`src/rtl/brw_pkg.sv`:
```
// Shared types and constants for the bicubic resample weight generator.
// Used by every module in rtl/. No dependencies.
package brw_pkg;

    localparam int TI_W    = 6;   // target index
    localparam int IDX_W   = 6;   // source index
    localparam int LEN_W   = 7;   // source_length register
    localparam int INV_W   = 24;  // inverse_scale register, Q16
    localparam int PROD_W  = 31;  // (2*ti+1) * inverse_scale
    localparam int POS_W   = 32;  // signed source position, Q16
    localparam int FL_W    = 16;  // floor(position)
    localparam int U_W     = 18;  // unclamped tap index
    localparam int DIST_W  = 18;  // tap distance, Q16, 0..131072
    localparam int SQ_W    = 35;  // distance squared
    localparam int CUBE_W  = 52;  // distance cubed
    localparam int NUM_W   = 58;  // cubic numerator, Q48 scaled by 4
    localparam int RND_SH  = 34;  // numerator to Q16 weight
    localparam int TAPW_W  = 19;  // one tap weight, signed Q16
    localparam int SUM_W   = 21;  // merged weight before saturation
    localparam int WGT_W   = 19;  // result weight
    localparam int NTAPS   = 4;
    localparam int PTR_W   = 2;
    localparam int DATA_W  = 32;
    localparam int ADDR_W  = 3;

    localparam logic [LEN_W-1:0]  LEN_RST   = 7'd37;
    localparam logic [INV_W-1:0]  INV_RST   = 24'd65536;
    localparam logic [LEN_W-1:0]  LEN_LIMIT = 7'd64;
    localparam logic [IDX_W-1:0]  IDX_MAX   = 6'd63;

    localparam logic [DIST_W-1:0] ONE_Q16 = 18'd65536;
    localparam logic [DIST_W-1:0] TWO_Q16 = 18'd131072;
    localparam logic signed [POS_W-1:0] HALF_Q16 = 32'sd32768;

    // constant terms of the two cubic pieces and the rounding offset
    localparam logic signed [NUM_W-1:0] NEAR_K  = 58'sh4000000000000;  // 4 * 2^48
    localparam logic signed [NUM_W-1:0] FAR_K   = 58'shC000000000000;  // 12 * 2^48
    localparam logic signed [NUM_W-1:0] ROUND_K = 58'sh200000000;      // 2^33

    localparam logic signed [SUM_W-1:0] SUM_MAX = 21'sd262143;
    localparam logic signed [SUM_W-1:0] SUM_MIN = -21'sd262144;

    typedef enum logic {
        REG_SRC_LEN   = 1'b0,
        REG_INV_SCALE = 1'b1
    } t_reg;

    typedef struct packed {
        logic [IDX_W-1:0]  idx;
        logic [DIST_W-1:0] tap_d;
    } t_tap;

    typedef struct packed {
        logic [IDX_W-1:0]         idx;
        logic signed [TAPW_W-1:0] wgt;
    } t_wtap;

    typedef struct packed {
        logic [IDX_W-1:0]        idx;
        logic signed [WGT_W-1:0] wgt;
    } t_res;

endpackage

```
`src/rtl/brw_cubic.sv`:
```
// One Keys cubic lane (a = -0.75): square, cube, then numerator and rounding.
// Three register stages. Depends on brw_pkg.
module brw_cubic (
    input  logic           i_clk,
    input  logic           i_en,
    input  brw_pkg::t_tap  i_tap,
    output brw_pkg::t_wtap o_wtap
);

    localparam int SQP_W = 2 * brw_pkg::DIST_W;
    localparam int CBP_W = brw_pkg::SQ_W + brw_pkg::DIST_W;

    // stage A: square
    logic [SQP_W-1:0]             w_sq;
    logic [brw_pkg::SQ_W-1:0]     r_d2;
    brw_pkg::t_tap                r_a;
    // stage B: cube and the lower-order terms
    logic [CBP_W-1:0]             w_cube;
    logic signed [brw_pkg::NUM_W-1:0] w_d2s, w_ds, w_nine, w_fift, w_tw4, n_pre;
    logic [brw_pkg::CUBE_W-1:0]   r_d3;
    logic signed [brw_pkg::NUM_W-1:0] r_pre;
    logic                         r_near, r_zero;
    logic [brw_pkg::IDX_W-1:0]    r_b_idx;
    // stage C: cubic term, rounding
    logic signed [brw_pkg::NUM_W-1:0] w_c, w_cterm, w_num;
    brw_pkg::t_wtap               r_w, n_w;

    assign w_sq   = {{brw_pkg::DIST_W{1'b0}}, i_tap.tap_d}
                  * {{brw_pkg::DIST_W{1'b0}}, i_tap.tap_d};
    assign w_cube = {{brw_pkg::DIST_W{1'b0}}, r_d2}
                  * {{brw_pkg::SQ_W{1'b0}}, r_a.tap_d};

    always_comb begin
        w_d2s  = $signed({{(brw_pkg::NUM_W-brw_pkg::SQ_W){1'b0}}, r_d2});
        w_ds   = $signed({{(brw_pkg::NUM_W-brw_pkg::DIST_W){1'b0}}, r_a.tap_d});
        w_nine = (w_d2s <<< 3) + w_d2s;
        w_fift = (w_d2s <<< 4) - w_d2s;
        w_tw4  = (w_ds <<< 4) + (w_ds <<< 3);
        if (r_a.tap_d <= brw_pkg::ONE_Q16) begin
            // 1.25 d^3 - 2.25 d^2 + 1, scaled by 4
            n_pre = brw_pkg::NEAR_K - (w_nine <<< 16);
        end else begin
            // -0.75 d^3 + 3.75 d^2 - 6 d + 3, scaled by 4
            n_pre = brw_pkg::FAR_K + (w_fift <<< 16) - (w_tw4 <<< 32);
        end
    end

    always_comb begin
        w_c     = $signed({{(brw_pkg::NUM_W-brw_pkg::CUBE_W){1'b0}}, r_d3});
        w_cterm = r_near ? ((w_c <<< 2) + w_c) : -((w_c <<< 1) + w_c);
        w_num   = w_cterm + r_pre + brw_pkg::ROUND_K;
        n_w.idx = r_b_idx;
        // arithmetic shift by 34 rounds to nearest, ties up, after the offset
        n_w.wgt = r_zero ? '0 : w_num[brw_pkg::RND_SH +: brw_pkg::TAPW_W];
    end

    always_ff @(posedge i_clk) begin
        if (i_en) begin
            r_d2    <= w_sq[brw_pkg::SQ_W-1:0];
            r_a     <= i_tap;
            r_d3    <= w_cube[brw_pkg::CUBE_W-1:0];
            r_pre   <= n_pre;
            r_near  <= (r_a.tap_d <= brw_pkg::ONE_Q16);
            r_zero  <= (r_a.tap_d >= brw_pkg::TWO_Q16);
            r_b_idx <= r_a.idx;
            r_w     <= n_w;
        end
    end

    assign o_wtap = r_w;

endmodule

```
`config.mk`:
```
export PLATFORM = sky130hd
export DESIGN_NAME = brw_cubic
export DESIGN_NICKNAME = d
export VERILOG_FILES = /design/src/rtl/brw_pkg.sv /design/src/rtl/brw_cubic.sv
export SDC_FILE = /design/constraint.sdc
export NUM_CORES = 2
export LEC_CHECK = 0
export BUFFER_PORTS_ARGS = -buffer_cell sky130_fd_sc_hd__buf_4
export CELL_PAD_IN_SITES_DETAIL_PLACEMENT = 0
export CELL_PAD_IN_SITES_GLOBAL_PLACEMENT = 1
export CORE_UTILIZATION = 40
export CTS_BUF_LIST = sky130_fd_sc_hd__clkbuf_4
export CTS_CLUSTER_DIAMETER = 100
export CTS_CLUSTER_SIZE = 25
export DETAILED_ROUTE_END_ITERATION = 12
export PLACE_DENSITY_LB_ADDON = 0.2
export SKIP_CTS_REPAIR_TIMING = 1
export SLEW_MARGIN = 20
export SYNTH_ARGS = -nofsm -noshare
export SYNTH_HDL_FRONTEND = slang
export SYNTH_SLANG_ARGS = --single-unit
export TNS_END_PERCENT = 5
```
`constraint.sdc`:
```
create_clock -name i_clk -period 10 [get_ports i_clk]
set_input_delay 1.5 -clock i_clk [delete_from_list [all_inputs] [get_ports i_clk]]
set_output_delay 1.5 -clock i_clk [all_outputs]
set_load 0.02 [all_outputs]
```
### After elaboration in Yosys (flattened, before gate mapping)

Index checks and enable logic that the tools add are counted.

| operators by class | value |
|---|---|
| add/subtract/negate cells | 11 |
| $mul | 2 |
| order comparisons | 2 |
| multiplexer cells | 2 |

Operators by type and width:

| kind | number |
|---|---|
| $add 53x52->53 | 2 |
| $mux 53 | 2 |
| $add 53x35->53 const B | 1 |
| $add 53x53->53 | 1 |
| $add 53x53->53 const A | 1 |
| $neg 53->53 | 1 |
| $sub 51x53->53 const A | 1 |
| $sub 53x53->53 | 1 |
| $mul 35x18->52 | 1 |
| $add 37x35->37 | 1 |
| $sub 37x35->37 | 1 |
| $mul 18x18->35 | 1 |
| $add 21x21->21 | 1 |
| $ge 18x18->1 const B | 1 |
| $le 18x17->1 const B | 1 |

| storage, ports and cells | value |
|---|---|
| register bits | 197 |
| input bits | 26 |
| output and inout port bits | 25 |
| logic and storage cells | 27 |

### Longest topological paths before layout

| depth | value |
|---|---|
| word-level depth | 5 |
| mapped depth | 30 |
| gate-level depth less buffers | 29 |

### Least setup slack after synthesis

OpenSTA, ideal clock, no wires.

| path | value |
|---|---|
| path kind | input-to-reg |
| from | input port i_tap[15] in the netlist's numbering |
| to | register r_d2[33] in the netlist's numbering, data pin |
| library setup time | 0.207 ns |
| arrival time | 7.229 ns |
| data required time | 9.793 ns |
| slack | 2.564 ns |
| cell stages on the path | 22 |
| buffers on the path | 2 |
| cell sequence | clkbuf_1 > clkbuf_1 > nand2_1 > fa_1 > inv_1 > fa_1 > inv_1 > fa_1 > inv_1 > fa_1 > inv_1 > fa_1 > fa_1 > inv_1 > ha_1 > a21o_1 > a21oi_1 > nor3b_1 > a211oi_1 > o21ai_1 > mux2i_1 > a2111oi_0 |

| between the ends | value |
|---|---|
| cells in the longest elaborated chain, start to end | 1 |

RTL lines:

| what | RTL line | text |
|---|---|---|
| start: declaration | brw_cubic.sv:6 | `input brw_pkg::t_tap i_tap,` |
| $mul 18x18->35 | brw_cubic.sv:29 | `* {{brw_pkg::DIST_W{1'b0}}, i_tap.tap_d};` |
| named net w_sq[33] | brw_cubic.sv:14 | `logic [SQP_W-1:0] w_sq;` |
| end signal: assignment | brw_cubic.sv:59 | `r_d2 <= w_sq[brw_pkg::SQ_W-1:0];` |
| end: declaration | brw_cubic.sv:15 | `logic [brw_pkg::SQ_W-1:0] r_d2;` |

The timed path passes the listed nets, and every way through them passes these cells.
A chain may end at the register's enable or synchronous reset.

### Final worst setup path

| path | value |
|---|---|
| from | register r_a[8] in the netlist's numbering |
| to | register r_d3[46] in the netlist's numbering, data pin |

| between the ends | value |
|---|---|
| cells in the longest elaborated chain, start to end | 1 |

RTL lines:

| what | RTL line | text |
|---|---|---|
| start: declaration | brw_cubic.sv:16 | `brw_pkg::t_tap r_a;` |
| start signal: assignment | brw_cubic.sv:60 | `r_a <= i_tap;` |
| $mul 35x18->52 | brw_cubic.sv:31 | `* {{brw_pkg::SQ_W{1'b0}}, r_a.tap_d};` |
| named net w_cube[46] | brw_cubic.sv:18 | `logic [CBP_W-1:0] w_cube;` |
| end signal: assignment | brw_cubic.sv:61 | `r_d3 <= w_cube[brw_pkg::CUBE_W-1:0];` |
| end: declaration | brw_cubic.sv:20 | `logic [brw_pkg::CUBE_W-1:0] r_d3;` |

The timed path passes the listed nets, and every way through them passes these cells.

==> flow_summary.json <==
{
  "status": "complete, no violations",
  "yosysUniqueCellTypes": 90,
  "cts_buffer_depth": 2,
  "slowest_stage": "edfxtp_1",
  "route.met3.wl_um": 5470,
  "routed.top_layer": "met4",
  "tightest_slew_ns": 1.12,
  "setup_tns_ns": 0,
  "wl_met1_um": 63600,
  "maxSlewViolCount": 0,
  "end_kind": "flip-flop",
  "rr_worst_depth": 26,
  "holdWs_ns": 0.446,
  "async_flop_share_pct": 0,
  "grt_max_degree": 78,
  "synth_flop_cell": "edfxtp_1",
  "cp.required_ns": 10.60,
  "vias_per_cell": 5.18,
  "path_class": "flip-flop to flip-flop",
  "clock-root-buffer": "clkbuf_4",
  "antenna_found_initial": 2,
  "grt_use_total_pct": 23.1,
  "htreeDepth": 4,
  "clkTransAtPathRegs_ns": 0.18,
  "synth_edf_count": 178,
  "synth_common_cells": "inv_1 (1102), fa_1 (730), nand2_1 (606), ha_1 (602), nor2_1 (395)",
  "start_util_pct": 40.6,
  "port-buffer-count": 50,
  "final_cell_count_no_fill": 6960,
  "worstHoldPathCells": 0,
  "coreArea_um2": 117000,
  "worstHoldEndpoint": "r_b_idx[5]$_DFFE_PP_",
  "finalCritPeriodShare_pct": 85.0,
  "drive_gt1_share_pct": 3.65,
  "dr.pass1.iters": 5,
  "ant_nets": 0,
  "synth_cells": 5449,
  "die_w_um": 346,
  "reg2reg_from": "r_a[8]$_DFFE_PP_",
  "syn-num-nets": 6807,
  "dp.cells": 6924,
  "r2r_end": "r_d3[46]$_DFFE_PP_",
  "r2r_slack_ns": 1.50,
  "area_delta_synth_final_pct": 5.22,
  "post_drt_wl_per_cell_um": 19.4,
  "utilization_pct": 42.7,
  "grt_remaining_overflow": 0,
  "worstPathArrival_ns": 9.10,
  "relSlewSlack_pct": 25.5,
  "yosys_register_bits": 178,
  "period_needed_ns": 8.50,
  "met2_length_um": 62900,
  "yosysTopAreaCell": "fa_1",
  "die-area_um2": 120000,
  "synthTopCellsByArea": "fa_1 (31%), ha_1 (16%), edfxtp_1 (11%)",
  "rsz0062_at_grt": "no",
  "slowest_delay_ns": 0.96,
  "drc_errors": 0,
  "path_max_fanout": 22,
  "vias": 36100,
  "clock_skew_ns": 0.0558,
  "wl_um": 135000,
  "hold_violations": 0,
  "dr.first_iter.drc_count": 1897,
  "grt_pass1_wl_um": 215000,
  "ys_seq_area_share_pct": 11.3,
  "cap_violations": 0,
  "fill_cells": 11800,
  "cts_tree": "done",
  "gp_congestion": 0.910,
  "post-dp-hpwl_um": 111000,
  "grt_pass1_vias": 37700,
  "numClockSinks": 178,
  "postSynthAreaPerCell_um2": 8.69,
  "hold_start": "r_a[23]$_DFFE_PP_",
  "numCtsBuffers": 17,
  "ioPinCount": 51,
  "setup_violations": 0,
  "clock_latency_ns": 0.84,
  "die_h_um": 346,
  "fin_nets": 6777,
  "synth_top_cell_area_share_pct": 30.9,
  "rows": 125,
  "crit_path_start_kind": "flip-flop",
  "max_freq_mhz": 118,
  "yosysWarnings": 0,
  "post-synth-top-count-cell": "inv_1",
  "crit_top_cell": "fa_1",
  "hold_class": "flip-flop to flip-flop",
  "netlist_area_um2": 47300
}
[sequential cells by signal, summed over array words and instances, names as in the netlist]
register	flops
r_pre	36
r_b_idx	6
r_zero	1
r_near	1
o_wtap	25
r_d2	34
r_d3	52
r_a	23
[worst max-delay path: cells and delay by family, from the launching register on]
family	cells	cell delay [ns]
xor gates and xnor gates	1	0.15
and+or+nand+nor	2	0.23
DFF	1	0.96
buffers and inverters	6	0.88
AOI/OAI and AO/OA	10	2.88
adders and majority gates	7	3.17
[per-stage QoR]
stage	setup slack, ns	cell area, um^2
floorplan	2.56	47300
global placement	1.63	49500
detailed placement	1.55	49500
CTS	1.53	49800
global route	1.16	49800
finish	1.50	49800
[layout by cell type, fill, tap and decap left out, drive strengths merged, types with 12 or more instances in the layout]
| master | count |
|---|---|
| o21a | 44 |
| clkbuf | 18 |
| nand2b | 48 |
| a21boi | 16 |
| nor3 | 50 |
| xor2 | 106 |
| a31o | 12 |
| and2 | 110 |
| edfxtp | 178 |
| nor2 | 395 |
| inv | 1113 |
| a211oi | 22 |
| nand3 | 60 |
| o21bai | 42 |
| buf | 110 |
| o31ai | 16 |
| xnor2 | 163 |
| nand2 | 608 |
| ha | 602 |
| a21o | 168 |
| mux2i | 16 |
| and3 | 35 |
| nor2b | 54 |
| fa | 730 |
| nand4 | 36 |
| or3 | 18 |
| o211ai | 21 |
| a21oi | 306 |
| a31oi | 32 |
| o21ai | 156 |
[worst max path at each step]
stage | depth (start not counted) | slack (ns) | endpoint | start
after floorplan | 22 | 2.56 | r_d2[33]$_DFFE_PP_ | i_tap[15]
after detailed placement | 26 | 1.55 | r_d3[46]$_DFFE_PP_ | r_a[8]$_DFFE_PP_
after CTS | 26 | 1.53 | r_d3[46]$_DFFE_PP_ | r_a[8]$_DFFE_PP_
final | 26 | 1.50 | r_d3[46]$_DFFE_PP_ | r_a[8]$_DFFE_PP_
after global placement | 26 | 1.63 | r_d3[46]$_DFFE_PP_ | r_a[8]$_DFFE_PP_
after global routing | 26 | 1.16 | r_d3[46]$_DFFE_PP_ | r_a[8]$_DFFE_PP_
[logic make-up after synthesis]
family	Yosys count	synth area share [%]
flops	178	11.3
buf+inv	1271	10.1
mux	23	0.513
xor+xnor	269	4.98
simple gates	1458	13.9
fa+ha+maj	1332	46.8
compound gates	918	12.4
[routing by layer]
layer	vias to the layer above	global-route usage, %
met5	-	0
met4	0	5.59
met3	118	2.21
met2	695	38.8
met1	17800	32.0
li1	17400	-
[area by class of cell]
| class | count | area (um^2) | share of cell area, % |
|---|---|---|---|
| repair buffers | 111 | 840 | 1.69 |
| multi-input cells | 4000 | 37200 | 74.7 |
| flip-flops and latches | 178 | 5350 | 10.7 |
| diodes | 4 | 10.0 | 0.0201 |
| clock buffers | 17 | 128 | 0.256 |
| inverters | 1111 | 4170 | 8.37 |
| clock inverters | 15 | 199 | 0.399 |
| well taps | 1524 | 1910 | 3.83 |
Power is not shown: default switching activity piles up to over one toggle a cycle in this logic, so the estimate is an artifact.
