`src/rtl/brw_pkg.sv`:
```
// Shared types and constants for the bicubic resample weight generator.
// Used by every module in rtl/. No dependencies.
package brw_pkg;

    localparam int TI_W    = 6;   // target index
    localparam int IDX_W   = 6;   // source index
    localparam int LEN_W   = 7;   // source_length register
    localparam int INV_W   = 24;  // inverse_scale register, Q16
    localparam int PROD_W  = 31;  // (2*ti+1) * inverse_scale
    localparam int POS_W   = 32;  // signed source position, Q16
    localparam int FL_W    = 16;  // floor(position)
    localparam int U_W     = 18;  // unclamped tap index
    localparam int DIST_W  = 18;  // tap distance, Q16, 0..131072
    localparam int SQ_W    = 35;  // distance squared
    localparam int CUBE_W  = 52;  // distance cubed
    localparam int NUM_W   = 58;  // cubic numerator, Q48 scaled by 4
    localparam int RND_SH  = 34;  // numerator to Q16 weight
    localparam int TAPW_W  = 19;  // one tap weight, signed Q16
    localparam int SUM_W   = 21;  // merged weight before saturation
    localparam int WGT_W   = 19;  // result weight
    localparam int NTAPS   = 4;
    localparam int PTR_W   = 2;
    localparam int DATA_W  = 32;
    localparam int ADDR_W  = 3;

    localparam logic [LEN_W-1:0]  LEN_RST   = 7'd37;
    localparam logic [INV_W-1:0]  INV_RST   = 24'd65536;
    localparam logic [LEN_W-1:0]  LEN_LIMIT = 7'd64;
    localparam logic [IDX_W-1:0]  IDX_MAX   = 6'd63;

    localparam logic [DIST_W-1:0] ONE_Q16 = 18'd65536;
    localparam logic [DIST_W-1:0] TWO_Q16 = 18'd131072;
    localparam logic signed [POS_W-1:0] HALF_Q16 = 32'sd32768;

    // constant terms of the two cubic pieces and the rounding offset
    localparam logic signed [NUM_W-1:0] NEAR_K  = 58'sh4000000000000;  // 4 * 2^48
    localparam logic signed [NUM_W-1:0] FAR_K   = 58'shC000000000000;  // 12 * 2^48
    localparam logic signed [NUM_W-1:0] ROUND_K = 58'sh200000000;      // 2^33

    localparam logic signed [SUM_W-1:0] SUM_MAX = 21'sd262143;
    localparam logic signed [SUM_W-1:0] SUM_MIN = -21'sd262144;

    typedef enum logic {
        REG_SRC_LEN   = 1'b0,
        REG_INV_SCALE = 1'b1
    } t_reg;

    typedef struct packed {
        logic [IDX_W-1:0]  idx;
        logic [DIST_W-1:0] tap_d;
    } t_tap;

    typedef struct packed {
        logic [IDX_W-1:0]         idx;
        logic signed [TAPW_W-1:0] wgt;
    } t_wtap;

    typedef struct packed {
        logic [IDX_W-1:0]        idx;
        logic signed [WGT_W-1:0] wgt;
    } t_res;

endpackage

```
`src/rtl/brw_merge.sv`:
```
// Merge of taps that clamp to one index, saturation, and the result serializer
// that sends one (index, weight) result per cycle while taken. Depends on brw_pkg.
module brw_merge (
    input  logic                                  i_clk,
    input  logic                                  i_rst_n,
    input  logic                                  i_valid,
    input  brw_pkg::t_wtap [brw_pkg::NTAPS-1:0]   i_wtap,
    output logic                                  o_ready,
    output logic                                  o_valid,
    input  logic                                  i_ready,
    output logic [brw_pkg::IDX_W-1:0]             o_source_index,
    output logic signed [brw_pkg::WGT_W-1:0]      o_weight,
    output logic                                  o_last
);

    logic [brw_pkg::NTAPS-1:0]          w_start;
    logic signed [brw_pkg::SUM_W-1:0]   w_gsum [brw_pkg::NTAPS];
    logic [brw_pkg::PTR_W:0]            w_cnt;
    brw_pkg::t_res                      w_res;
    brw_pkg::t_res [brw_pkg::NTAPS-1:0] n_ent, r_ent;
    logic [brw_pkg::PTR_W-1:0]          n_lastp, r_lastp, r_ptr;
    logic                               r_valid;
    logic                               w_load, w_take;

    always_comb begin
        w_start[0] = 1'b1;
        for (int k = 1; k < brw_pkg::NTAPS; k++) begin
            w_start[k] = (i_wtap[k].idx != i_wtap[k-1].idx);
        end

        // sum of each run of equal indices, taken at the run's first tap
        w_gsum[brw_pkg::NTAPS-1] = brw_pkg::SUM_W'(i_wtap[brw_pkg::NTAPS-1].wgt);
        for (int k = brw_pkg::NTAPS - 2; k >= 0; k--) begin
            w_gsum[k] = brw_pkg::SUM_W'(i_wtap[k].wgt)
                      + (w_start[k+1] ? '0 : w_gsum[k+1]);
        end

        n_ent = r_ent;
        w_cnt = '0;
        w_res = '0;
        for (int k = 0; k < brw_pkg::NTAPS; k++) begin
            w_res.idx = i_wtap[k].idx;
            if (w_gsum[k] > brw_pkg::SUM_MAX) begin
                w_res.wgt = brw_pkg::SUM_MAX[brw_pkg::WGT_W-1:0];
            end else if (w_gsum[k] < brw_pkg::SUM_MIN) begin
                w_res.wgt = brw_pkg::SUM_MIN[brw_pkg::WGT_W-1:0];
            end else begin
                w_res.wgt = w_gsum[k][brw_pkg::WGT_W-1:0];
            end
            if (w_start[k]) begin
                n_ent[w_cnt[brw_pkg::PTR_W-1:0]] = w_res;
                w_cnt = w_cnt + 1'b1;
            end
        end
        n_lastp = w_cnt[brw_pkg::PTR_W-1:0] - 1'b1;
    end

    assign o_valid        = r_valid;
    assign o_source_index = r_ent[r_ptr].idx;
    assign o_weight       = r_ent[r_ptr].wgt;
    assign o_last         = (r_ptr == r_lastp);
    assign w_take         = r_valid && i_ready;
    assign o_ready        = !r_valid || (i_ready && o_last);
    assign w_load         = i_valid && o_ready;

    always_ff @(posedge i_clk) begin
        if (!i_rst_n) begin
            r_valid <= 1'b0;
            r_ptr   <= '0;
        end else begin
            if (w_load) begin
                r_valid <= 1'b1;
                r_ptr   <= '0;
            end else if (w_take) begin
                if (o_last) begin
                    r_valid <= 1'b0;
                    r_ptr   <= '0;
                end else begin
                    r_ptr <= r_ptr + 1'b1;
                end
            end
        end
    end

    always_ff @(posedge i_clk) begin
        if (w_load) begin
            r_ent   <= n_ent;
            r_lastp <= n_lastp;
        end
    end

endmodule
```
`config.mk`:
```
export PLATFORM = sky130hd
export DESIGN_NAME = brw_merge
export DESIGN_NICKNAME = d
export VERILOG_FILES = /design/src/rtl/brw_pkg.sv /design/src/rtl/brw_merge.sv
export SDC_FILE = /design/constraint.sdc
export NUM_CORES = 1
export LEC_CHECK = 0
export CELL_PAD_IN_SITES_DETAIL_PLACEMENT = 0
export CELL_PAD_IN_SITES_GLOBAL_PLACEMENT = 2
export CORE_ASPECT_RATIO = 2
export CORE_MARGIN = 2
export CORE_UTILIZATION = 37
export DETAILED_ROUTE_END_ITERATION = 8
export DONT_BUFFER_PORTS = 1
export HOLD_SLACK_MARGIN = 0.08
export PLACE_DENSITY_LB_ADDON = 0.1
export SYNTH_ARGS = -nofsm -noshare
export SYNTH_HDL_FRONTEND = slang
export SYNTH_SLANG_ARGS = --single-unit
```
`constraint.sdc`:
```
create_clock -name i_clk -period 6.4 [get_ports i_clk]
set_input_delay 0.32 -clock i_clk [delete_from_list [all_inputs] [get_ports i_clk]]
set_output_delay 0.32 -clock i_clk [all_outputs]
set_load 0.02 [all_outputs]
```
# Word level (Yosys, flattened, before mapping)
# Index checks and enable logic that the tools add are counted.
[word_totals]
reg_bits = 105
input_bits = 104
out_inout_bits = 28
wordCells = 76
[op_classes]
addsub = 7
magnitude_cmp = 13
n_eq_ne = 4
muxes = 29
bitwise_logic = 1
reduce_logical = 11
[ops]
columns = ["cell", "count"]
rows = [
  ["100-bit bitwise mux", 2],
  ["100-bit two-way mux", 2],
  ["19-bit two-way mux", 8],
  ["25-bit demux with 2-bit select", 2],
  ["25-bit two-way mux", 3],
  ["21-bit adder", 3],
  ["21-bit by 19-bit > comparator with 1-bit output, second input constant", 3],
  ["21-bit by 19-bit < comparator with 1-bit output, second input constant", 3],
  ["21-bit two-way mux", 3],
  ["25-bit binary-select mux with 2-bit select", 1],
  ["50-bit two-way mux", 1],
  ["19-bit > comparator, second input constant", 1],
  ["19-bit < comparator, second input constant", 1],
  ["6-bit != test", 3],
  ["2-bit by 3-bit < comparator with 1-bit output, second input constant", 3],
  ["2-bit two-way mux", 4],
  ["2-bit by 1-bit adder with 2-bit output, second input constant", 3],
  ["1-bit logical AND", 5],
  ["2-bit by 1-bit greater-or-equal comparator with 1-bit output, second input constant", 2],
  ["2-bit nonzero test", 2],
  ["1-bit two-way mux", 3],
  ["2-bit equality test", 1],
  ["2-bit AND reduction", 1],
  ["2-bit OR reduction", 1],
  ["4 further kinds", 4],
]

# Logic depth before layout (Yosys ltp)
# Gate-level depths: netlist (run 1).
[logic_depth]
depth_word = 15
mapped_depth = 34
depth_no_buf = 32

# Least setup slack after synthesis (run 1)
# Ideal clock, no wire load.
[synth_path]
path_type = "input to register"
start = "in i_wtap[71] in the netlist's numbering"
end = "reg r_ent[8] in the netlist's numbering, data pin"
setup_ns = 0.264
t_arrival_ns = 6.694
t_required_ns = 6.136
setup_slack_ns = -0.558
cell_stages = 33
path_buffers = 2
cell_sequence = "xnor2_1 > nand4_1 > nor3_1 > clkbuf_1 > and2_1 > ha_1 > a211oi_2 > o21bai_1 > a21oi_1 > o21ai_0 > a21oi_1 > xor2_1 > nor2_1 > ha_1 > nand3_1 > or2_2 > o2111ai_1 > a31oi_1 > nor2b_1 > nor2_1 > xor2_1 > nor2_1 > ha_1 > a21o_1 > a21o_1 > a2111oi_0 > nor3_1 > o41ai_1 > xnor2_1 > or3_4 > a32oi_4 > buf_4 > o22ai_1"
[synth_lines]
columns = ["element", "line", "source"]
rows = [
  ["start: declaration", "brw_merge.sv:7", "input brw_pkg::t_wtap [brw_pkg::NTAPS-1:0] i_wtap,"],
  ["end signal: assignment", "brw_merge.sv:87", "r_ent <= n_ent;"],
  ["end: declaration", "brw_merge.sv:20", "brw_pkg::t_res [brw_pkg::NTAPS-1:0] n_ent, r_ent;"],
]

==> results of run 1 <==
==> routing by layer <==
metal,GRT usage,vias to the layer above,wire [microns]
li1,-,4278,-
met4,0.129,0,1780
met3,0.0288,76,1510
met1,0.286,4407,13000
met2,0.571,268,21900
met5,0,-,0
==> Yosys cell counts (7+ instances only) <==
cell,instances
o221a_2,10
nand4_1,7
a211oi_1,10
o21a_1,13
clkbuf_1,40
nor3_1,14
o22ai_1,32
ha_1,62
o211ai_1,16
a21oi_1,62
o21ai_1,8
nor2b_1,11
nand3_1,14
nand2b_1,13
a21o_1,28
o32a_1,12
inv_1,26
buf_1,7
o21bai_1,8
o21ai_0,77
xnor2_1,36
nor2_1,117
and2_1,50
or3_1,8
mux2i_1,12
edfxtp_1,102
xor2_1,27
nand2_1,72
a31oi_1,10
mux4_2,25
==> state kept, by name, indices dropped and copies added (netlist names) <==
signal	cells
r_ent	100
o_valid	1
r_lastp	2
r_ptr	2
==> worst max-delay path, delay by kind of cell <==
kind / cells / cell delay (ns)
AOI/OAI and AO/OA: 9 / 1.94
xor gates and xnor gates: 4 / 0.69
adders and majority gates: 4 / 1.13
buffers and inverters: 8 / 1.01
and+or+nand+nor: 10 / 1.67
==> logic make-up after synthesis <==
| kind of cell | synth area share |
|---|---|
| xor+xnor | 0.0588 |
| flops | 0.333 |
| compound gates | 0.242 |
| mux | 0.0800 |
| simple gates | 0.165 |
| fa+ha+maj | 0.0912 |
| buf+inv | 0.0313 |
==> layout make-up <==
type                            instances  area, sq um
Fill cell                            2506        12700
Multi-Input combinational cell        828         6270
Sequential cell                       105         3120
Timing Repair Buffer                  266         2080
Tap cell                              336          420
Clock buffer                            9          225
Inverter                               26         98.8
Clock inverter                          7         77.6
==> how the worst min path moves through the flow <==
stage / to / start / slack, ns / cells after the start
finish: o_valid / i_rst_n / 0.09 / 1
global route: r_ptr[0] / i_rst_n / 0.10 / 1
CTS: o_valid / i_rst_n / 0.08 / 1
detailed placement: o_valid / i_rst_n / 0.46 / 1
global placement: o_valid / i_rst_n / 0.46 / 1
floorplan: o_valid / i_rst_n / 0.45 / 1
==> metrics by stage <==
step / hold WS, ns / cells / setup slack, ns / TNS (ns)
after floorplan: 0.448 / 1009 / -0.311 / -4.77
after global placement: 0.459 / 1525 / -0.786 / -14.21
after detailed placement: 0.456 / 1525 / -0.903 / -16.36
after CTS: 0.0844 / 1568 / -0.168 / -2.55
after global routing: 0.101 / 1577 / -0.597 / -9.94
final: 0.0908 / 1577 / -0.258 / -3.57
==> cell usage in the layout, fill, tap and decap left out, drive strengths merged, types with 6 or more instances in the layout <==
cell type  count
buf          265
nor2         117
edfxtp       102
o21ai         85
nand2         72
a21oi         63
ha            62
and2          50
xnor2         36
o22ai         32
a21o          28
inv           28
xor2          27
mux4          25
o211ai        17
nor3          14
nand3         14
o21a          13
nand2b        13
a211oi        13
mux2i         12
o32a          12
o221a         11
nor2b         11
clkbuf        10
a31oi         10
or3            9
o21bai         8
nand4          7
o221ai         6
mux2           6
or2            6
and3           6
==> where the power goes <==
| part | leakage, uW | total, uW | internal (uW) | switching [uW] |
|---|---|---|---|---|
| sequential | 0.000986 | 850 | 827 | 23.1 |
| clock | 0.000152 | 582 | 309 | 273 |
| combinational | 0.00393 | 510 | 234 | 276 |
==> repair_timing <==
item / CTS / global route
resized for setup: 24 / 12
setup endpoints to repair: 19 / 19
pin swaps: 16 / 15
setup buffers: 26 / 9
gates cloned: 2 / 1
endpoints found under the hold margin: 0 / 0
==> out/metrics.csv, run 1 <==
stage;metric;value;unit
outcome;run status;complete, but fails checks;
outcome;failing checks;setup timing;
synth;sequential fraction of the synthesis area;0.333;
synth;Gate Count Post-Synth;1009;
pwr;Cell Pwr Density;158;mW/mm^2
synth;flops & latches, synth;105;
clock_network;H-tree Lvls;3;
clock_network;Longest Clk Path Bufs;2;
critical_path;slowest CP cell;fa_2;
timing;final hold violations;0;
floorplan;Die Area;0.0267;sq mm
pwr;Peak VDD IR;0.124;mV
synth;net count after synthesis;1179;
critical_path;Crit. Startpoint;i_wtap[71];
clock_network;clock root buffer;clkbuf_16;
synth;Yosys Warn Count;0;
floorplan;Die X;117;microns
global_route;gr usage total;0.288;
critical_path;CP dominant cell by count;buf_4;
critical_path;Reg2Reg Depth;8;
critical_path;max incr delay on CP;0.39;ns
placement;Post-DP Area;0.0115;sq mm
finish;Syn-to-layout area delta;30.9;%
timing;RSZ-0062 raised after global routing;yes;
clock_network;clk sink count;105;
clock_network;Reg clk slew, reported paths;0.07;ns
floorplan;io pins;132;
synth;Distinct cells, synth;67;
timing;Highest Clock Rate;150;MHz
global_route;largest net degree at the start of global routing;52;
critical_path;Reg-to-Reg End;r_ent[66];
synth;Synth Area per Inst;9.31;sq um
finish;post-route core utilization;0.491;
detailed_routing;Initial DRC Count;567;
critical_path;crit path to;r_ent[1];
detailed_routing;Total Wirelength;38200;microns
synth;Mapped Area;0.00939;sq mm
critical_path;CP endpoint kind;register;
critical_path;Worst EP required;6.49;ns
synth;share of the synthesized area in the top cell type;0.326;
finish;post-layout net count;1406;
synth;Main synth FF type;edfxtp_1;
timing;Rel. slew slack;0.365;
finish;fraction of layout cells with a size suffix above 1;0.309;
pwr;total power;1940;uW
critical_path;Critical Path Source Type;input pin;
synth;area leader, netlist;edfxtp_1;
floorplan;Starting Density;0.375;
clock_network;CTS tree;yes;
detailed_routing;DR vias;9029;
timing;Setup-failing EPs final;18;
detailed_routing;post-DR wirelength/cell;24.2;microns
global_route;vias in the first global route;9700;
synth;asr flop ratio synth;0;
timing;Slew Viols, Final;0;
floorplan;die height;229;microns
timing;final worst setup slack;-0.258;ns
placement;GP Congestion;0.922;
floorplan;# rows;82;
timing;Final period util;1.04;
critical_path;crit path max fanout;5;
critical_path;worst r2r src;r_ptr[0];
timing;post-route minimum period;6.66;ns
timing;Tightest Pin Transition;0.952;ns
global_route;initial antenna violation count;0;
synth;EDFF count, synth;102;
finish;Final Cell Area;0.0123;sq mm
finish;antenna cell count;0;
worst_hold_path;min-delay worst type;input pin to register;
detailed_routing;drt pass-1 iters;5;
global_route;first-pass GRT wire length;56300;microns
clock_network;worst skew pair latency;0.36;ns
clock_network;Hold-fix buffers, CTS;0;
critical_path;WS Path Type;input pin to register;
critical_path;r2r setup slk;2.91;ns
job;Max-Cap Viols;0;
synth;Area contributors post-synth;edfxtp_1 33%, ha_1 8.3%, mux4_2 6.0%, nor2_1 4.7%, o21ai_0 4.1%;
clock_network;total CTS buffers;9;
detailed_routing;vias per inst;5.73;
timing;Fin Clk Skew;0.00765;ns
placement;DP HPWL;29000;microns
global_route;gr ovfl total;0;
detailed_routing;# DRC;0;
pwr;Leak;0.00507;uW
detailed_routing;ANT nets after route;0;
placement;Port Buffers;0;
floorplan;Core Footprint;0.0250;sq mm
critical_path;CP Data Arrival Time;6.75;ns
Power figures use the tool's default switching activity.
==> inputs of run 2 (changes only) <==
CORE_UTILIZATION = 40   (was 37)
SKIP_LAST_GASP = 1   (was not set)
SLEW_MARGIN = 5   (was not set)
clock period = 8.45 ns   (was 6.4 ns; I/O delays follow)
==> out/metrics.csv, run 2 (synthesis gave the netlist of run 1 again) <==
stage;metric;value;unit
global_route;gr usage total;0.276;
timing;Tightest Pin Transition;1.09;ns
floorplan;Starting Density;0.406;
timing;post-route minimum period;7.51;ns
critical_path;max incr delay on CP;0.45;ns
timing;Rel. slew slack;0.274;
detailed_routing;Initial DRC Count;523;
placement;setup slack at placement;0.639;ns
finish;fraction of layout cells with a size suffix above 1;0.111;
placement;DP HPWL;26300;microns
job;Max-Cap Viols;0;
critical_path;CP Data Arrival Time;7.59;ns
global_route;initial antenna violation count;0;
finish;most common cell after layout, fill and taps aside;nor2_1;
timing;RSZ-0062 raised after global routing;no;
critical_path;Critical Path Source Type;input pin;
floorplan;Die Area;0.0248;sq mm
finish;Largest regs;r_ent x100, r_lastp x2, r_ptr x2;
detailed_routing;ANT nets after route;0;
outcome;run status;finished, final reports clean;
clock_network;post-CTS setup repair buffer count;0;
timing;Fin Clk Skew;0.00720;ns
finish;highest-count cells in the layout ignoring fill and taps;117 x nor2_1, 102 x edfxtp_1, 77 x o21ai_0, 72 x nand2_1;
clock_network;Hold-fix buffers, CTS;0;
clock_network;Reg clk slew, reported paths;0.08;ns
pwr;Peak VDD IR;0.120;mV
clock_network;Resized Gates After CTS;0;
timing;Setup TNS;0;ns
timing;Highest Clock Rate;133;MHz
clock_network;CTS tree;yes;
finish;Syn-to-layout area delta;7.82;%
pwr;Leak;0.00380;uW
clock_network;worst skew pair latency;0.36;ns
detailed_routing;DR vias;8081;
finish;most flop-heavy register;r_ent;
finish;Largest register FFs;100;
critical_path;slowest CP cell;a2111oi_0;
placement;Port Buffers;0;
finish;post-layout net count;1168;
clock_network;Longest Clk Path Bufs;2;
global_route;vias in the first global route;8252;
timing;final worst setup slack;0.944;ns
global_route;gr ovfl total;0;
timing;Slew Viols, Final;0;
timing;Final period util;0.888;
finish;Final Cell Area;0.0101;sq mm
pwr;Cell Pwr Density;137;mW/mm^2
worst_hold_path;min-delay worst type;input pin to register;
placement;Post-DP Area;0.00982;sq mm
clock_network;H-tree Lvls;3;
critical_path;crit path max fanout;18;
placement;GP Congestion;0.902;
detailed_routing;post-DR wirelength/cell;26.9;microns
clock_network;clock root buffer;clkbuf_16;
detailed_routing;# DRC;0;
floorplan;Core Footprint;0.0231;sq mm
floorplan;io pins;132;
timing;Hold WS;0.198;ns
finish;post-route core utilization;0.438;
global_route;first-pass GRT wire length;50400;microns
clock_network;total CTS buffers;9;
finish;antenna cell count;0;
critical_path;Worst EP required;8.53;ns
timing;final hold violations;0;
global_route;largest net degree at the start of global routing;75;
detailed_routing;drt pass-1 iters;5;
floorplan;Die X;112;microns
critical_path;WS Path Type;input pin to register;
floorplan;die height;221;microns
floorplan;# rows;79;
clock_network;clk sink count;105;
critical_path;CP endpoint kind;register;
timing;Setup-failing EPs final;0;
detailed_routing;vias per inst;6.28;
detailed_routing;Total Wirelength;34600;microns
[run 2: cell count changes in the layout (fill, tap and decap cells not counted), sizes merged]
cell      previous run  this run
buf                265        28
clkinv               4         2
clkinvlp             0         2
clkbuf              10         9
[run 2: metrics by stage]
step	cells	power, uW
finish	1286	1390
global route	1286	1440
CTS	1286	1390
detailed placement	1270	958
global placement	1270	956
floorplan	1009	861
[run 2: path summary, 6_finish.rpt]
check,start,to,slack [ns],depth (start not counted)
worst max-delay path,i_wtap[99],r_ent[3],0.94,34
worst min-delay path,i_rst_n,o_valid,0.20,1
worst max register to register,r_ptr[0],r_ent[17],5.14,8
worst min register to register,r_ent[25],r_ent[25],0.63,2
[run 2: layout make-up]
class	instances	area, sq um
clock inverters	7	76.3
multi-input cells	828	6010
clock buffers	9	225
flip-flops and latches	105	3120
fillers	2373	13000
repair buffers	28	235
inverters	26	98.8
well taps	283	354
[run 2: metal layers]
metal	wire length, microns	up-vias	GRT usage	part of all wire
met5	0	-	0	0
met4	1110	0	0.0907	0.032
met3	1680	55	0.0367	0.049
met2	19700	254	0.558	0.57
met1	12000	3967	0.286	0.35
li1	-	3805	-	-
[run 2: report_power, final]
part / internal, uW / total [uW] / switching (uW) / leakage, uW
combinational: 114 / 303 / 188 / 0.00267
clock: 233 / 442 / 209 / 0.000143
sequential: 627 / 644 / 17.0 / 0.000986
total: 974 / 1390 / 414 / 0.00380
[run 2: worst max-delay path, delay by kind of cell]
family,cells,cell delay (ns)
buf+inv,2,0.39
simple gates,11,1.67
fa+ha+maj,4,1.36
xor+xnor,4,0.65
compound gates,13,3.06
==> inputs of run 3 (changes only) <==
ABC_AREA = 1   (was not set)
CELL_PAD_IN_SITES_GLOBAL_PLACEMENT = 1   (was 2)
CTS_CLUSTER_SIZE = 30   (was not set)
==> out/metrics.csv, run 3 <==
stage;metric;value;unit
detailed_routing;Total Wirelength;41900;microns
floorplan;# rows;82;
critical_path;Reg2Reg Depth;9;
floorplan;io pins;132;
clock_network;clock root buffer;clkbuf_16;
clock_network;Reg clk slew, reported paths;0.07;ns
timing;Highest Clock Rate;132;MHz
synth;Area contributors post-synth;edfxtp_1 30%, nand2_1 12%, ha_1 7.6%, nor2_1 7.1%, inv_1 6.9%;
critical_path;Worst EP required;8.55;ns
clock_network;Resized Gates After CTS;0;
critical_path;Critical Path Source Type;input pin;
clock_network;H-tree Lvls;3;
critical_path;CP endpoint kind;register;
finish;Syn-to-layout area delta;5.26;%
synth;EDFF count, synth;102;
floorplan;Starting Density;0.406;
job;Max-Cap Viols;0;
synth;flops & latches, synth;105;
critical_path;Reg-to-Reg End;r_ent[94];
placement;GP Congestion;0.928;
finish;antenna cell count;0;
floorplan;Core Footprint;0.0250;sq mm
synth;area leader, netlist;edfxtp_1;
critical_path;crit path max fanout;19;
timing;RSZ-0062 raised after global routing;no;
global_route;gr ovfl total;0;
finish;most flop-heavy register;r_ent;
global_route;gr usage total;0.317;
placement;Port Buffers;0;
timing;Slew Viols, Final;0;
critical_path;WS Path Type;input pin to register;
synth;top cells by instance count after synthesis;319 x nand2_1, 191 x nor2_1, 187 x inv_1, 139 x o21ai_0, 111 x a21oi_1;
detailed_routing;drt pass-1 iters;7;
floorplan;Die X;117;microns
detailed_routing;vias per inst;5.51;
global_route;first-pass GRT wire length;62100;microns
critical_path;crit path to;r_ent[5];
critical_path;CP Data Arrival Time;7.66;ns
timing;Setup TNS;0;ns
outcome;run status;finished, final reports clean;
timing;Setup-failing EPs final;0;
clock_network;CTS tree;yes;
pwr;switching share of power;0.338;
global_route;vias in the first global route;10000;
timing;Rel. slew slack;0.251;
detailed_routing;ANT nets after route;0;
detailed_routing;DR vias;9782;
pwr;clock power share;0.290;
global_route;largest net degree at the start of global routing;78;
floorplan;die height;229;microns
synth;asr flop ratio synth;0;
global_route;initial antenna violation count;0;
pwr;combinational share of power;0.262;
pwr;Peak VDD IR;0.0826;mV
finish;fraction of layout cells with a size suffix above 1;0.0612;
synth;sequential fraction of the synthesis area;0.307;
synth;Distinct cells, synth;51;
clock_network;worst skew pair latency;0.37;ns
finish;Largest regs;r_ent x100, r_lastp x2, r_ptr x2;
finish;Largest register FFs;100;
finish;highest-count cells in the layout ignoring fill and taps;319 x nand2_1, 190 x nor2_1, 185 x inv_1, 139 x o21ai_0, 111 x a21oi_1;
synth;count leader, synth;nand2_1;
timing;post-route minimum period;7.56;ns
pwr;Cell Pwr Density;137;mW/mm^2
pwr;Psw;495;uW
detailed_routing;post-DR wirelength/cell;23.6;microns
worst_hold_path;Hold Startpoint;i_rst_n;
clock_network;Longest Clk Path Bufs;2;
critical_path;slowest CP cell;nand3_1;
finish;post-layout net count;1604;
critical_path;worst r2r src;r_ptr[0];
pwr;Leak;0.00528;uW
detailed_routing;# DRC;0;
clock_network;post-CTS setup repair buffer count;0;
synth;Synth Area per Inst;6.93;sq um
finish;most common cell after layout, fill and taps aside;nand2_1;
critical_path;Crit. Startpoint;i_wtap[74];
critical_path;max incr delay on CP;0.59;ns
timing;final hold violations;0;
clock_network;Hold-fix buffers, CTS;0;
detailed_routing;Initial DRC Count;631;
pwr;register share of total power;0.447;
timing;Tightest Pin Transition;1.12;ns
placement;DP HPWL;33000;microns
synth;share of the synthesized area in the top cell type;0.301;
worst_hold_path;min-delay worst type;input pin to register;
clock_network;clk sink count;105;
timing;Hold WS;0.211;ns
synth;Mapped Area;0.0102;sq mm
synth;Gate Count Post-Synth;1468;
timing;Fin Clk Skew;0.00911;ns
pwr;total power;1470;uW
synth;Main synth FF type;edfxtp_1;
floorplan;Die Area;0.0268;sq mm
clock_network;total CTS buffers;9;
critical_path;r2r setup slk;5.21;ns
synth;net count after synthesis;1638;
pwr;Internal;970;uW
timing;Final period util;0.895;
synth;Yosys Warn Count;0;
[run 3: cell families (layout without fill, tap and decap cells)]
family,count (synthesis),in the layout,share of synthesized area
and+or+nand+nor,649,649,0.276
AOI/OAI and AO/OA,338,338,0.185
buffers and inverters,255,226,0.101
DFF,105,105,0.307
adders and majority gates,66,66,0.0842
xor gates and xnor gates,54,54,0.0465
muxes,1,1,0.00111
[run 3: power groups by stage]
stage / logic, uW / registers [uW] / clock network, uW
finish: 384 / 656 / 426
global route: 424 / 660 / 451
CTS: 384 / 655 / 434
detailed placement: 383 / 667 / 0
global placement: 382 / 666 / 0
floorplan: 273 / 660 / 0
[run 3: worst min path at each step]
stage / to / depth (start not counted) / slack [ns]
after floorplan: r_ptr[0] / 2 / 0.57
after CTS: o_valid / 1 / 0.19
after global routing: o_valid / 1 / 0.20
after detailed placement: o_valid / 1 / 0.59
after global placement: o_valid / 1 / 0.58
final: o_valid / 1 / 0.21
[run 3: final cells by class]
cell class	count	area [sq um]
clock buffers	10	229
clock inverters	6	58.8
fillers	2827	14300
inverters	197	744
multi-input cells	1108	6030
flip-flops and latches	105	3120
well taps	336	420
repair buffers	13	97.6
[run 3: per-layer routing]
layer / share of wire / global-route usage / vias to the layer above
met5: 0 / 0 / -
met2: 0.55 / 0.601 / 243
met3: 0.044 / 0.0524 / 77
li1: - / - / 4814
met4: 0.053 / 0.152 / 0
met1: 0.36 / 0.322 / 4648
[run 3: worst max-delay path, delay by kind of cell]
kind / cells / cell delay (ns)
XOR/XNOR: 4 / 1.29
buffers and inverters: 5 / 0.73
AND/OR/NAND/NOR: 13 / 2.34
AO/OA/AOI/OAI: 9 / 1.93
adder cells (fa/ha/maj): 3 / 0.95
[run 3: per-stage QoR]
step | std cells | area [sq um] | setup slack, ns | utilization
after floorplan | 1468 | 10200 | 2.72 | -
after global placement | 1759 | 10400 | 0.591 | 0.416
after detailed placement | 1759 | 10400 | 0.553 | 0.416
after CTS | 1775 | 10700 | 0.927 | 0.427
after global routing | 1775 | 10700 | 0.396 | 0.427
final | 1775 | 10700 | 0.889 | 0.427
